### src/hdl/ppg_pkg.sv
// Shared types, constants and helpers of the parametric path point generator.
package ppg_pkg;

  localparam int IDX_W = 10;
  localparam int CNT_W = 11;
  localparam int MAX_POINTS = 1024;
  localparam int CORDIC_STEPS = 24;

  localparam logic [1:0] STYLE_LINE   = 2'd0;
  localparam logic [1:0] STYLE_CIRCLE = 2'd1;
  localparam logic [1:0] STYLE_LEMNI  = 2'd2;

  localparam logic [1:0] REG_STYLE = 2'd0;
  localparam logic [1:0] REG_DIM   = 2'd1;
  localparam logic [1:0] REG_COUNT = 2'd2;

  localparam logic signed [31:0] ONE_Q16 = 32'sd65536;
  localparam logic signed [32:0] CORDIC_K = 33'sh026DD3B6A;

  localparam logic signed [31:0] ATAN_TURN [CORDIC_STEPS] = '{
    32'sh20000000, 32'sh12E4051E, 32'sh09FB385B, 32'sh051111D4, 32'sh028B0D43,
    32'sh0145D7E1, 32'sh00A2F61E, 32'sh00517C55, 32'sh0028BE53, 32'sh00145F2F,
    32'sh000A2F98, 32'sh000517CC, 32'sh00028BE6, 32'sh000145F3, 32'sh0000A2FA,
    32'sh0000517D, 32'sh000028BE, 32'sh0000145F, 32'sh00000A30, 32'sh00000518,
    32'sh0000028C, 32'sh00000146, 32'sh000000A3, 32'sh00000051
  };

  typedef struct packed {
    logic [1:0]         style;
    logic signed [31:0] dim;
    logic [CNT_W-1:0]   count;
  } cfg_t;

  typedef struct packed {
    logic [IDX_W-1:0] idx;
    logic [CNT_W-1:0] m;
  } item_t;

  function automatic logic signed [31:0] sat32(input logic signed [71:0] v);
    if (v > 72'sd2147483647) begin
      sat32 = 32'sh7FFFFFFF;
    end else if (v < -72'sd2147483648) begin
      sat32 = 32'sh80000000;
    end else begin
      sat32 = v[31:0];
    end
  endfunction

endpackage

### src/hdl/ppg_fifo.sv
// Two-entry queue between the front end and the arithmetic back end.
module ppg_fifo (
  input  logic           clk_i,
  input  logic           rst_ni,
  input  logic           push_i,
  input  ppg_pkg::item_t item_i,
  input  logic           pop_i,
  output logic           valid_o,
  output logic           full_o,
  output ppg_pkg::item_t item_o
);
  import ppg_pkg::*;

  item_t      mem_q [2];
  logic       wptr_q, rptr_q;
  logic [1:0] cnt_q, cnt_d;
  logic       do_pop;

  assign do_pop = pop_i & valid_o;

  always_comb begin
    cnt_d = cnt_q;
    if (push_i & ~do_pop) begin
      cnt_d = cnt_q + 2'd1;
    end else if (~push_i & do_pop) begin
      cnt_d = cnt_q - 2'd1;
    end
  end

  always_ff @(posedge clk_i or negedge rst_ni) begin
    if (!rst_ni) begin
      wptr_q <= 1'b0;
      rptr_q <= 1'b0;
      cnt_q  <= 2'd0;
    end else begin
      cnt_q <= cnt_d;
      if (push_i) begin
        wptr_q <= ~wptr_q;
      end
      if (do_pop) begin
        rptr_q <= ~rptr_q;
      end
    end
  end

  always_ff @(posedge clk_i) begin
    if (push_i) begin
      mem_q[wptr_q] <= item_i;
    end
  end

  assign item_o  = mem_q[rptr_q];
  assign valid_o = (cnt_q != 2'd0);
  assign full_o  = (cnt_q == 2'd2);

endmodule

### config.mk
export PLATFORM = sky130hd
export DESIGN_NAME = ppg_fifo
export DESIGN_NICKNAME = d
export VERILOG_FILES = /design/src/hdl/ppg_pkg.sv /design/src/hdl/ppg_fifo.sv
export SDC_FILE = /design/constraint.sdc
export NUM_CORES = 1
export LEC_CHECK = 0
export ABC_AREA = 1
export BUFFER_PORTS_ARGS = -buffer_cell sky130_fd_sc_hd__buf_2
export CAP_MARGIN = 20
export CORE_ASPECT_RATIO = 1.25
export CORE_UTILIZATION = 40
export DETAILED_ROUTE_END_ITERATION = 12
export PLACE_DENSITY = 0.74
export SYNTH_ARGS = -nofsm -noshare
export SYNTH_HDL_FRONTEND = slang
export SYNTH_SLANG_ARGS = --single-unit
export TNS_END_PERCENT = 50
### constraint.sdc
create_clock -name clk_i -period 4.65 [get_ports clk_i]
set_input_delay 0.2325 -clock clk_i [delete_from_list [all_inputs] [get_ports clk_i]]
set_output_delay 0.2325 -clock clk_i [all_outputs]
set_load 0.05 [all_outputs]
Word-level counts from Yosys, hierarchy flattened
Memories as Yosys holds them, arrays and structs flattened.
Index checks and enable logic that the tools add are counted.
{ "totals": {"ff_bits": 4, "mem_bits_rw": 42, "inputBits": 25, "output_inout_bits": 23, "elab_cells": 20, "n_memories": 1} }
{ "mem_list": {"columns": ["memory", "depth", "width", "rd", "rd_clocked_by_memory_dff", "wr", "line_no", "rtl"], "rows": [
  ["mem_q", 2, 21, 1, 0, 1, "ppg_fifo.sv:14", "item_t mem_q [2];"]
]} }
{ "op_classes": {"add_sub_neg": 2, "n_eq_ne": 1, "muxes": 4, "bitwise_logic": 7, "n_reduce_logical": 2} }
{ "ops": {"columns": ["operator", "n"], "rows": [
  ["$mux W2", 2],
  ["$not A1 Y1", 4],
  ["$reduce_bool A2 Y1", 2],
  ["$and A1 B1 Y1", 3],
  ["$add A2 B1 Y2 const B", 1],
  ["$eq A2 B2 Y1 const B", 1],
  ["$mux W1", 2],
  ["$sub A2 B1 Y2 const B", 1]
]} }

Depth between registers and ports, before layout
{ "depth": {"word_depth": 5, "depth_mapped": 9, "mapped_depth_nobuf": 9} }

Worst setup path before layout
Ideal clock, no wire load.
{ "synth_path": {"path_type": "register to register", "from": "reg wptr_q", "to": "mem mem_q[0][0] (netlist name), enable pin", "setup_ps": 399, "t_arrival_ps": 1310, "required_time_ps": 4251, "path_slack_ps": 2941, "stages_incl_launch_ff": 2, "path_buffers": 0, "period_less_slack_ps": 1709, "cell_sequence": "dfrtp_1 -> nor2_1"} }
{ "synth_rtl": {"columns": ["element", "line_no", "rtl"], "rows": [
  ["start, declared", "ppg_fifo.sv:15", "logic wptr_q, rptr_q;"],
  ["start signal, assigned", "ppg_fifo.sv:38", "wptr_q <= ~wptr_q;"],
  ["end, declared", "ppg_fifo.sv:14", null]
]} }
Straight into the memory's write port.

==> metrics.cfg <==
[floorplan]
start_util=0.4234
die_x_um=61.15
die_h_um=75.94
rows=26
coreArea_um2=4131
ios=48
die-area_um2=4643

[routing]
routed-wl-met3_um=188
remaining_drc_errors=0
first_pass_iters=4
ant_nets=0
wl_per_cell_um=11.67
wl_met1_um=1174
routed_wl_um=2870
highest_layer=met4
vias=1096
drtIter0Drc=44
vias_per_cell=4.455
met2_length_um=1455

[power]
p_sw_frac=0.4735
internal_power_mw=0.8026
leakage_nw=0.9497
p_per_area_nw_per_um2=718.8
power_mw=1.524
pwr-share-comb=0.453
clkPwrFrac=0.147
ir_worst_vdd_mv=0.3603
seqPwrFrac=0.399
p_switching_mw=0.7218

[sta]
final.period_utilization=0.4600
hold_slack_ps=123.6
clock.fmax_mhz=467.6
drv_slew=0
finalSetupViolations=0
fin_skew_ps=5.339
worst_slew_pin_slew_ps=781.7
fin_setup_tns_ps=0
slew_headroom=0.4783
setup_ws_ps=2511
grt_setup_unrepaired=no
finalHoldViolCount=0
period_minus_slack_ps=2139

[grt]
antenna_found_initial=0
grt_pass1_wl_um=4692
grt.total_usage=0.1421
grt_max_degree=24
grt.overflow.total=0
grt_pass1_vias=1079

[clock_tree]
cts_inserted_buffers=5
root_buffer=clkbuf_8
clkSlewWorstSetupHoldPaths_ps=80
clock-sinks=46
cts_tree=done
worstSkewPairLatency_ps=290
max-clock-path-buffers=2
cts_htree_levels=2

[critical_path]
criticalPathCategory=reg2out
end_kind=output pin
worstSetupStartpointType=register
critPathMaxFanout=23
required_ps=4420
arrival_ps=1910

[logic_synthesis]
synth-xor-area-share=0.01001
synth_mux_area_frac=0
synth_area_um2=1749
post_synth_and_or_nand_nor_area_fraction=0.1681
synth_common_cells=72 x nand2_1, 42 x edfxtp_1, 6 x inv_1, 4 x dfrtp_1
yosys.area_share.adder=0.007153
ys_types=13
netlist_instances=137
yosys.area.top_type_share=0.7210
avgSynthCellArea_um2=12.77
syn-num-nets=163
synth.area.top_cells=edfxtp_1 72%, nand2_1 15%, dfrtp_1 5.7%
synth_top_cell_by_area=edfxtp_1
ys_seq_area_frac=0.7783
synth_compound_area_frac=0
yosys_warnings=0
synth-seq-cells=46
synth_top_family_by_area=simple AND/OR/NAND/NOR gates
ys_dominant_reg_cell=edfxtp_1
yosys.cell_count.top_type=nand2_1
synth-edff-count=42
synthArstFlopShare=0.08696

[finish]
insertedDiodeCount=0
final_area_um2=2121
fill_cells=373
seqCellArea_um2=1361
synthToLayoutAreaGrowth_pct=21.24
final-instance-count-excl-fill=246
drive_above_1_share=0.2895
multi_input_area_um2=326.6
finalNetCount=215
fin_util=0.5133

[place]
place_area_um2=2019
routabilityCongestion=0.7143
dp.cells=236
numPortBuffers=47
dp_slack_ps=2767
hpwl_um=1943

[status]
status=finished, final reports clean

[run]
max_cap_violations=0

[min_path]
min_path_type=in2reg

==> routing by layer <==
layer / vias to the layer above / track usage
li1: 554 / -
met1: 504 / 0.1627
met2: 32 / 0.2304
met3: 6 / 0.05290
met4: 0 / 0.06136
met5: - / 0
==> layout make-up <==
cell class / instances / area share
sequential: 46 / 0.6419
multi-input combinational: 80 / 0.1540
timing repair buffer: 49 / 0.1209
clock buffer: 8 / 0.03776
tap: 56 / 0.03304
inverter: 7 / 0.01239
==> critical path, cell delays in order (launching register included) <==
cell and delay [ps]:
dfrtp_1 820, inv_2 370, nand2_1 140, nand2_1 70, buf_2 210
==> path summary, 6_finish.rpt <==
path | endpoint | slack, ps | startpoint | cells past startpoint
min in group asynchronous | cnt_q[0] | 280 | rst_ni | 2
worst max-delay path | item_o[20] | 2510 | rptr_q | 4
worst min register to register | cnt_q[1] | 490 | cnt_q[1] | 2
worst max register to register | rptr_q | 3090 | rptr_q | 3
max in group asynchronous | wptr_q | 4250 | rst_ni | 2
worst min-delay path | mem_q[0][7] | 120 | item_i[7] | 1
==> sequential cells by signal (all words and copies together) (netlist names) <==
| signal | count |
|---|---|
| cnt_q | 2 |
| wptr_q | 1 |
| rptr_q | 1 |
| mem_q | 42 |
==> power groups by stage <==
stage	combinational [mW]	sequential (mW)	clock [mW]
floorplan	0.582	0.589	0
global placement	0.686	0.618	0
detailed placement	0.691	0.621	0
CTS	0.694	0.612	0.227
global route	0.739	0.620	0.246
finish	0.691	0.609	0.225
==> what timing repair did <==
action	4_1_cts	5_1_grt
endpoints found under the hold margin	4	0
endpoints found under the setup margin	0	0
setup buffers	0	0
hold buffers	1	0
gates resized for setup	0	0
==> cells by family (layout without fill, tap and decap cells) <==
| logic type | count (synthesis) | after routing |
|---|---|---|
| flops | 46 | 46 |
| simple gates | 77 | 77 |
| fa+ha+maj | 1 | 1 |
| xor+xnor | 2 | 2 |
| buf+inv | 11 | 64 |
==> placed cells by master, fill, tap and decap left out, types with 2 or more instances in the layout <==
cell       n
nand2_1   72
buf_2     47
edfxtp_1  42
inv_1      6
clkbuf_8   5
dfrtp_1    4
clkbuf_1   3
nand3_1    2
Note: power is estimated with default switching activity, not from simulation.
