===== config.mk =====
export PLATFORM = sky130hd
export DESIGN_NAME = ppg_front
export DESIGN_NICKNAME = d
export VERILOG_FILES = /design/src/hdl/ppg_pkg.sv /design/src/hdl/ppg_front.sv
export SDC_FILE = /design/constraint.sdc
export NUM_CORES = 1
export LEC_CHECK = 0
export BUFFER_PORTS_ARGS = -buffer_cell sky130_fd_sc_hd__buf_2
export CORE_ASPECT_RATIO = 0.7
export CORE_MARGIN = 2
export CORE_UTILIZATION = 33
export DETAILED_ROUTE_END_ITERATION = 10
export GPL_TIMING_DRIVEN = 1
export HOLD_SLACK_MARGIN = 0.15
export PLACE_DENSITY = 0.71
export SLEW_MARGIN = 25
export SYNTH_ARGS = -nofsm -noshare
export SYNTH_HDL_FRONTEND = slang
export SYNTH_SLANG_ARGS = --single-unit

===== constraint.sdc =====
create_clock -name clk_i -period 0.8 [get_ports clk_i]
set_input_delay 0.04 -clock clk_i [delete_from_list [all_inputs] [get_ports clk_i]]
set_output_delay 0.04 -clock clk_i [all_outputs]
set_load 0.05 [all_outputs]

===== src/hdl/ppg_pkg.sv =====
// Shared types, constants and helpers of the parametric path point generator.
package ppg_pkg;

  localparam int IDX_W = 10;
  localparam int CNT_W = 11;
  localparam int MAX_POINTS = 1024;
  localparam int CORDIC_STEPS = 24;

  localparam logic [1:0] STYLE_LINE   = 2'd0;
  localparam logic [1:0] STYLE_CIRCLE = 2'd1;
  localparam logic [1:0] STYLE_LEMNI  = 2'd2;

  localparam logic [1:0] REG_STYLE = 2'd0;
  localparam logic [1:0] REG_DIM   = 2'd1;
  localparam logic [1:0] REG_COUNT = 2'd2;

  localparam logic signed [31:0] ONE_Q16 = 32'sd65536;
  localparam logic signed [32:0] CORDIC_K = 33'sh026DD3B6A;

  localparam logic signed [31:0] ATAN_TURN [CORDIC_STEPS] = '{
    32'sh20000000, 32'sh12E4051E, 32'sh09FB385B, 32'sh051111D4, 32'sh028B0D43,
    32'sh0145D7E1, 32'sh00A2F61E, 32'sh00517C55, 32'sh0028BE53, 32'sh00145F2F,
    32'sh000A2F98, 32'sh000517CC, 32'sh00028BE6, 32'sh000145F3, 32'sh0000A2FA,
    32'sh0000517D, 32'sh000028BE, 32'sh0000145F, 32'sh00000A30, 32'sh00000518,
    32'sh0000028C, 32'sh00000146, 32'sh000000A3, 32'sh00000051
  };

  typedef struct packed {
    logic [1:0]         style;
    logic signed [31:0] dim;
    logic [CNT_W-1:0]   count;
  } cfg_t;

  typedef struct packed {
    logic [IDX_W-1:0] idx;
    logic [CNT_W-1:0] m;
  } item_t;

  function automatic logic signed [31:0] sat32(input logic signed [71:0] v);
    if (v > 72'sd2147483647) begin
      sat32 = 32'sh7FFFFFFF;
    end else if (v < -72'sd2147483648) begin
      sat32 = 32'sh80000000;
    end else begin
      sat32 = v[31:0];
    end
  endfunction

endpackage


===== src/hdl/ppg_front.sv =====
// Front end: accepts a waypoint index, clamps count and index, registers the item.
module ppg_front (
  input  logic                          clk_i,
  input  logic                          rst_ni,
  input  logic                          start_i,
  input  logic                          full_i,
  input  logic [ppg_pkg::IDX_W-1:0]     point_index_i,
  input  ppg_pkg::cfg_t                 cfg_i,
  output logic                          push_o,
  output ppg_pkg::item_t                item_o
);
  import ppg_pkg::*;

  logic             fv_q, fv_d;
  item_t            item_q, item_d;
  logic [CNT_W-1:0] cnt;

  always_comb begin
    cnt = cfg_i.count;
    if (cnt < CNT_W'(2)) begin
      cnt = CNT_W'(2);
    end
    if (32'(cfg_i.count) > 32'(MAX_POINTS)) begin
      cnt = CNT_W'(MAX_POINTS);
    end
    item_d.m = cnt - CNT_W'(1);
    // saturate the index to the last waypoint
    if (CNT_W'(point_index_i) > item_d.m) begin
      item_d.idx = IDX_W'(item_d.m);
    end else begin
      item_d.idx = point_index_i;
    end
    fv_d = start_i & ~full_i;
  end

  always_ff @(posedge clk_i or negedge rst_ni) begin
    if (!rst_ni) begin
      fv_q <= 1'b0;
    end else begin
      fv_q <= fv_d;
    end
  end

  always_ff @(posedge clk_i) begin
    if (fv_d) begin
      item_q <= item_d;
    end
  end

  assign push_o = fv_q;
  assign item_o = item_q;

endmodule


; Word-level counts from Yosys, hierarchy flattened
; Index checks and enable logic that the tools add are counted.
[word_totals]
reg_bits = 22
in_bits = 59
output_inout_bits = 22
elab_cells = 12
[op_classes]
addsub = 1
n_lt_le_gt_ge = 3
mux = 3
bitwise_logic = 2
[op_table]
columns = cell, n
row1 = 11-bit two-way mux, 2
row2 = 10-bit by 11-bit greater-than comparator with 1-bit output, 1
row3 = 11-bit greater-than comparator (second input constant), 1
row4 = 11-bit by 2-bit < comparator with 1-bit output (second input constant), 1
row5 = 11-bit by 1-bit subtractor with 11-bit output (second input constant), 1
row6 = 10-bit two-way mux, 1
row7 = 1-bit bitwise AND, 1
row8 = 1-bit inverter, 1

; Logic depth before layout (Yosys ltp)
; Gate-level depths: netlist of the first run.
[depth]
word_depth = 6
depth_mapped = 16

; Worst setup path after synthesis of the first run
; OpenSTA, ideal clock, no wires.
[synth_path]
kind = input -> register
startpoint = input cfg_i[6] in the netlist's numbering
endpoint = register item_q, in the netlist item_o[11], data pin
t_arrival_ns = 3.157
t_required_ns = 0.540
path_slack_ns = -2.617
path_stages = 15
n_path_buf = 1
path_cell_list = or3_1 nand2b_1 o311ai_0 ha_1 buf_2 nand3_1 o221ai_1 nand3_1 inv_1 ha_1 nand4_1 a21oi_1 nor3_1 nor3_4 mux2_2
[synth_rtl]
columns = element, line_no
row1 = start: declaration, ppg_front.sv:8  ; input ppg_pkg::cfg_t cfg_i,
row2 = end signal: assignment, ppg_front.sv:46  ; item_q <= item_d;
row3 = end: declaration, ppg_front.sv:15  ; item_t item_q, item_d;

==> results.sh, run 1 <==
export IMPL_drtIter0Drc=86
export IMPL_ys_ff_latch=22
export IMPL_nNetsFinal=289
export IMPL_syn_area_sq_mm=0.00135
export IMPL_synth_top_family_by_area="simple AND/OR/NAND/NOR gates"
export IMPL_synth_area_leader_cell="edfxtp_1"
export IMPL_async_flop_share_pct=4.55
export IMPL_vias=1336
export IMPL_vdd_ir_drop_max_mv=0.914
export IMPL_dieArea_sq_mm=0.00461
export IMPL_grt_overflow=0
export IMPL_avgRoutedWirePerCell_microns=13.8
export IMPL_syn_nets=186
export IMPL_synth_edf_count=21
export IMPL_critPathMaxFanout=7
export IMPL_yosysUniqueCellTypes=36
export IMPL_holdWs_ps=97.3
export IMPL_power_frac_comb_pct=42.5
export IMPL_synthTopCellsByCount="edfxtp_1, ha_1, inv_1"
export IMPL_min_period_ps=2840
export IMPL_met3_usage_pct=1.90
export IMPL_crit_buf_inv=3
export IMPL_cpPeakStageDelay_ps=380
export IMPL_postCtsHoldBufs=2
export IMPL_gp_congestion=0.916
export IMPL_cts_buffer_depth=2
export IMPL_die_h_microns=57.4
export IMPL_pre_cts_ws_ps=-2460
export IMPL_seqPwrFrac_pct=38.7
export IMPL_switchingPower_mw=1.17
export IMPL_syn_to_final_growth_pct=91.3
export IMPL_drv_slew=0
export IMPL_cp_top_family="simple AND/OR/NAND/NOR gates"
export IMPL_core_area_sq_mm=0.00392
export IMPL_synth_area_leaders="edfxtp_1, ha_1, mux2_2, inv_1, nor3_4"
export IMPL_clkSlewWorstSetupHoldPaths_ps=80
export IMPL_cp_cell_sequence="buf_6 -> or3_4 -> nand2b_4 -> o311ai_4 -> ha_4 -> nand3_4 -> o221ai_2 -> nand3_2 -> inv_2 -> ha_1 -> nand4_1 -> a21oi_2 -> nor3_2 -> nor3_4 -> buf_6 -> mux2_4"
export IMPL_violations="setup timing"
export IMPL_grt_pass1_vias=1302
export IMPL_drv_cap=0
export IMPL_clockPowerShare_pct=18.8
export IMPL_placement_rows=19
export IMPL_p_int_mw=2.48
export IMPL_slew_headroom_pct=80.4
export IMPL_p_per_area_mw_per_mm2=1420
export IMPL_synth_ff_type="edfxtp_1"
export IMPL_htreeDepth=1
export IMPL_end_kind="flop"
export IMPL_synth_compound_area_share_pct=10.8
export IMPL_finalSetupViolCount=43
export IMPL_grt_met1_usage_pct=22.4
export IMPL_seq_area_frac_synth_pct=48.7
export IMPL_rsz0062_at_grt="true"
export IMPL_critPathArrivalTime_ps=2850
export IMPL_min_period_over_period_pct=355
export IMPL_finalHoldViolCount=0
export IMPL_muxShareOfSynthArea_pct=8.65
export IMPL_numClockSinks=22
export IMPL_synth_adder_area_share_pct=10.2
export IMPL_drive_above_1_share_pct=67.0
export IMPL_power_leakage_nw=1.13
export IMPL_firstDrtPassIters=5
export IMPL_sw_frac_of_total_pct=32.1
export IMPL_wl_microns=3720
export IMPL_dp_cells=252
export IMPL_numCtsBuffers=3
export IMPL_syn_inst=116
export IMPL_required_ps=820
export IMPL_synth_most_common_cell="edfxtp_1"
export IMPL_met2_usage_pct=28.7
export IMPL_synth_warnings=0
export IMPL_final_core_util_pct=65.6
export IMPL_portBuffers=46
export IMPL_die_width_microns=80.3
export IMPL_start_util_pct=34.3
export IMPL_tritoncts="yes"
export IMPL_worstMarginPinSlew_ps=293
export IMPL_dp_hpwl_microns=2510
export IMPL_setup_slack_ps=-2040
export IMPL_syn_area_per_cell_sq_um=11.6
export IMPL_route_detailed_drc=0
export IMPL_worstHoldStart="point_index_i[0]"
export IMPL_synth_top_area_share_pct=46.9
export IMPL_pin_count=81
export IMPL_critPathKind="in2reg"
export IMPL_fmax_ghz=0.352
export IMPL_grt_use_total_pct=17.0
export IMPL_critPathMostFrequentCell="buf_6"
export IMPL_cts_root_buf="clkbuf_8"
export IMPL_min_to="item_o[11]"
export IMPL_antenna_found_initial=0
export IMPL_ant_nets=0
export IMPL_vias_per_cell=4.95
export IMPL_start_kind="primary input"
export IMPL_finalNonFillerCells=270
export IMPL_hold_path_depth=2
export IMPL_grt_pass1_wl_microns=5950
export IMPL_grt_max_degree=23
export IMPL_grt_busiest_layer="met2"
export IMPL_hold_class="in2reg"
export IMPL_crit_slowest_cell="or3_4"
export IMPL_synth_xor_area_share_pct=0.651
export IMPL_synthSimpleGateAreaFrac_pct=17.5
export IMPL_diodes=0
export IMPL_status="complete, but fails checks"
-- layout by cell type (no fill, tap or decap), drive strengths merged, types with 4 or more instances in the layout --
| cell | count |
|---|---|
| buf | 97 |
| edfxtp | 21 |
| ha | 11 |
| mux2 | 10 |
| inv | 10 |
| nor2 | 8 |
| a21oi | 6 |
| nand2 | 5 |
| nor3 | 5 |
| nand3 | 5 |
| nand4 | 4 |
| o21ai | 4 |
-- flip-flops by register name (all words and copies together) (netlist names) --
signal  count
push_o      1
item_o     21
-- kinds of logic (layout without fill, tap and decap cells) --
family | count (synthesis) | in the layout
compound gates | 21 | 21
mux | 10 | 10
fa+ha+maj | 11 | 11
buf+inv | 12 | 114
xor+xnor | 1 | 1
simple gates | 39 | 39
flops | 22 | 22
-- power groups by stage --
stage / sequential (mW) / combinational (mW) / clock, mW
floorplan: 1.73 / 0.381 / 0
global placement: 1.41 / 1.13 / 0
detailed placement: 1.42 / 1.14 / 0
CTS: 1.41 / 1.49 / 0.692
global route: 1.42 / 1.64 / 0.764
finish: 1.41 / 1.55 / 0.687
-- layer usage --
layer | wire length [microns] | share of wire, %
met5 | 0 | 0
met1 | 1590 | 43
met4 | 25 | 0.67
met3 | 244 | 6.6
met2 | 1860 | 50
-- repair_timing --
action                                 CTS  global route
buffers inserted                        17             6
endpoints found under the hold margin   12            10
pin swaps                               20             4
gates resized for setup                 98            13
setup endpoints to repair               43            43
-- stage by stage --
stage                     power [mW]  setup TNS, ps  instance area, sq um
after floorplan                 2.11         -29700                  1420
after global placement          2.54         -33520                  2020
after detailed placement        2.55         -34460                  2020
after CTS                       3.59         -28490                  2560
after global routing            3.82         -31290                  2570
final                           3.65         -28990                  2570
-- layout make-up --
cell class / instances / area [sq um]
flip-flops and latches: 22 / 656
clock inverters: 1 / 3.75
repair buffers: 99 / 895
inverters: 11 / 41.3
multi-input cells: 82 / 872
clock buffers: 3 / 41.3
well taps: 52 / 65.1
fillers: 285 / 1350
-- worst max-delay path by stage --
stage	start	to	slack [ps]	depth (start not counted)
finish	cfg_i[7]	item_o[18]	-2040	16
CTS	cfg_i[7]	item_o[15]	-1990	15
global placement	cfg_i[6]	item_o[12]	-2380	16
detailed placement	cfg_i[6]	item_o[12]	-2460	14
floorplan	cfg_i[6]	item_o[11]	-2270	15
global route	cfg_i[7]	item_o[17]	-2170	16
Power figures use the tool's default switching activity.
==> inputs of run 2 (changes only) <==
--- a/config.mk
+++ b/config.mk
@@ -5,7 +5,7 @@
 export SDC_FILE = /design/constraint.sdc
 export NUM_CORES = 1
 export LEC_CHECK = 0
-export BUFFER_PORTS_ARGS = -buffer_cell sky130_fd_sc_hd__buf_2
+export BUFFER_PORTS_ARGS = -buffer_cell sky130_fd_sc_hd__buf_4
 export CORE_ASPECT_RATIO = 0.7
 export CORE_MARGIN = 2
 export CORE_UTILIZATION = 33
==> run 2 against run 1 <==
Effect of this change:
- the run still ends with setup timing left
- final area up 2.6%
- setup slack got worse by 54 ps
- sequential share of layout area shrank 0.65 points
- die area stayed put
- clock power increased by 0.9%
- critical path type unchanged
- largest cell class unchanged
- highest routed layer unchanged
==> results.sh, run 2 (synthesis results as in run 1) <==
export IMPL_wl_microns=4220
export IMPL_tritoncts="yes"
export IMPL_setup_slack_ps=-2090
export IMPL_start_util_pct=34.3
export IMPL_finalNonFillerCells=272
export IMPL_portBuffers=46
export IMPL_min_to="item_o[11]"
export IMPL_cpPeakStageDelay_ps=380
export IMPL_grt_pass1_vias=1497
export IMPL_die_h_microns=57.4
export IMPL_hold_path_depth=2
export IMPL_dp_hpwl_microns=2860
export IMPL_worstHoldStart="point_index_i[0]"
export IMPL_post_dp_cell_area_sq_mm=0.00209
export IMPL_end_kind="flop"
export IMPL_gp_congestion=0.959
export IMPL_firstDrtPassIters=4
export IMPL_slew_headroom_pct=72.2
export IMPL_final_common_cell="buf_4"
export IMPL_finalHoldViolCount=0
export IMPL_power_leakage_nw=1.15
export IMPL_largest_register_ffs=21
export IMPL_worstMarginPinSlew_ps=414
export IMPL_crit_slowest_cell="or3_4"
export IMPL_stdcell_area_sq_mm=0.00264
export IMPL_htreeDepth=1
export IMPL_ant_nets=0
export IMPL_critPathKind="in2reg"
export IMPL_vias=1365
export IMPL_pin_count=81
export IMPL_vdd_ir_drop_max_mv=1.00
export IMPL_nNetsFinal=291
export IMPL_required_ps=810
export IMPL_placement_rows=19
export IMPL_diodes=0
export IMPL_total_power_mw=3.73
export IMPL_drv_cap=0
export IMPL_grt_overflow=0
export IMPL_route_detailed_drc=0
export IMPL_die_width_microns=80.3
export IMPL_avgRoutedWirePerCell_microns=15.5
export IMPL_start_kind="primary input"
export IMPL_dieArea_sq_mm=0.00461
export IMPL_fmax_ghz=0.346
export IMPL_core_area_sq_mm=0.00392
export IMPL_rsz0062_at_grt="true"
export IMPL_drtIter0Drc=41
export IMPL_final_core_util_pct=67.3
export IMPL_cts_buffer_depth=2
export IMPL_p_per_area_mw_per_mm2=1410
export IMPL_holdWs_ps=92.3
export IMPL_clkSlewWorstSetupHoldPaths_ps=70
export IMPL_postCtsHoldBufs=2
export IMPL_hold_class="in2reg"
export IMPL_violations="setup timing"
export IMPL_antenna_found_initial=0
export IMPL_cp_cell_sequence="buf_6 -> or3_4 -> nand2b_4 -> o311ai_4 -> ha_4 -> nand3_4 -> o221ai_2 -> nand3_2 -> inv_2 -> ha_4 -> nand4_1 -> o32ai_2 -> nor3_4 -> buf_6 -> mux2_4"
export IMPL_numClockSinks=22
export IMPL_vias_per_cell=5.02
export IMPL_mostFrequentLayoutCells="buf_4, buf_6, edfxtp_1, mux2_4"
export IMPL_numCtsBuffers=3
export IMPL_critPathMaxFanout=8
export IMPL_min_period_over_period_pct=362
export IMPL_finalSetupViolCount=43
export IMPL_grt_pass1_wl_microns=6600
export IMPL_cts_root_buf="clkbuf_8"
export IMPL_dp_cells=247
export IMPL_drive_above_1_share_pct=67.3
export IMPL_pre_cts_ws_ps=-2630
export IMPL_drv_slew=0
export IMPL_min_period_ps=2890
export IMPL_n_fill_cell=284
export IMPL_status="complete, but fails checks"
export IMPL_grt_max_degree=23
export IMPL_critPathArrivalTime_ps=2900
export IMPL_grt_use_total_pct=18.8
export IMPL_syn_to_final_growth_pct=96.4
export IMPL_fin_tns_setup_ps=-29860
==> run 2: cell types whose count changed in the layout (fill, tap and decap cells not counted), moves of 2 or more <==
cell   before  now
buf_6      43   41
inv_2       4    2
buf_2      19    0
buf_4      32   56
==> run 2: worst max path at each step <==
stage,startpoint,end,slack (ps)
6_report,cfg_i[7],item_o[20],-2090
5_1_grt,cfg_i[7],item_o[20],-2220
4_1_cts,cfg_i[7],item_o[12],-2060
3_5_place_dp,cfg_i[3],item_o[12],-2630
3_3_place_gp,cfg_i[6],item_o[12],-2390
2_1_floorplan,cfg_i[6],item_o[11],-2270
==> run 2: critical path, delay by kind of cell <==
kind	cells	cell delay [ps]
muxes	1	300
adders and majority gates	2	380
and+or+nand+nor	6	1010
AOI/OAI and AO/OA	3	830
buffers and inverters	3	340
==> run 2: layout make-up <==
class,count,area [sq um],share of cell area (%)
Timing Repair Buffer,101,937,35.5
Multi-Input combinational cell,82,895,33.9
Sequential cell,22,656,24.8
Tap cell,52,65.1,2.46
Clock buffer,4,45.0,1.71
Inverter,11,43.8,1.66
==> run 2: per-layer routing <==
| metal | vias to the layer above | track usage (%) | routed length, microns |
|---|---|---|---|
| li1 | 657 | - | - |
| met1 | 635 | 20.6 | 1650 |
| met2 | 59 | 35.7 | 2180 |
| met3 | 14 | 2.69 | 273 |
| met4 | 0 | 8.96 | 113 |
| met5 | - | 0 | 0 |
==> run 2: power breakdown <==
group	total, mW	switching [mW]	internal, mW
Clock	0.693	0.338	0.355
Sequential	1.41	0.0391	1.37
Combinational	1.63	0.818	0.808
==> run 2: what timing repair did <==
item	CTS	global route
buffers inserted	16	8
setup endpoints to repair	43	43
endpoints found under the hold margin	12	11
pin swaps	17	6
resized for setup	71	13
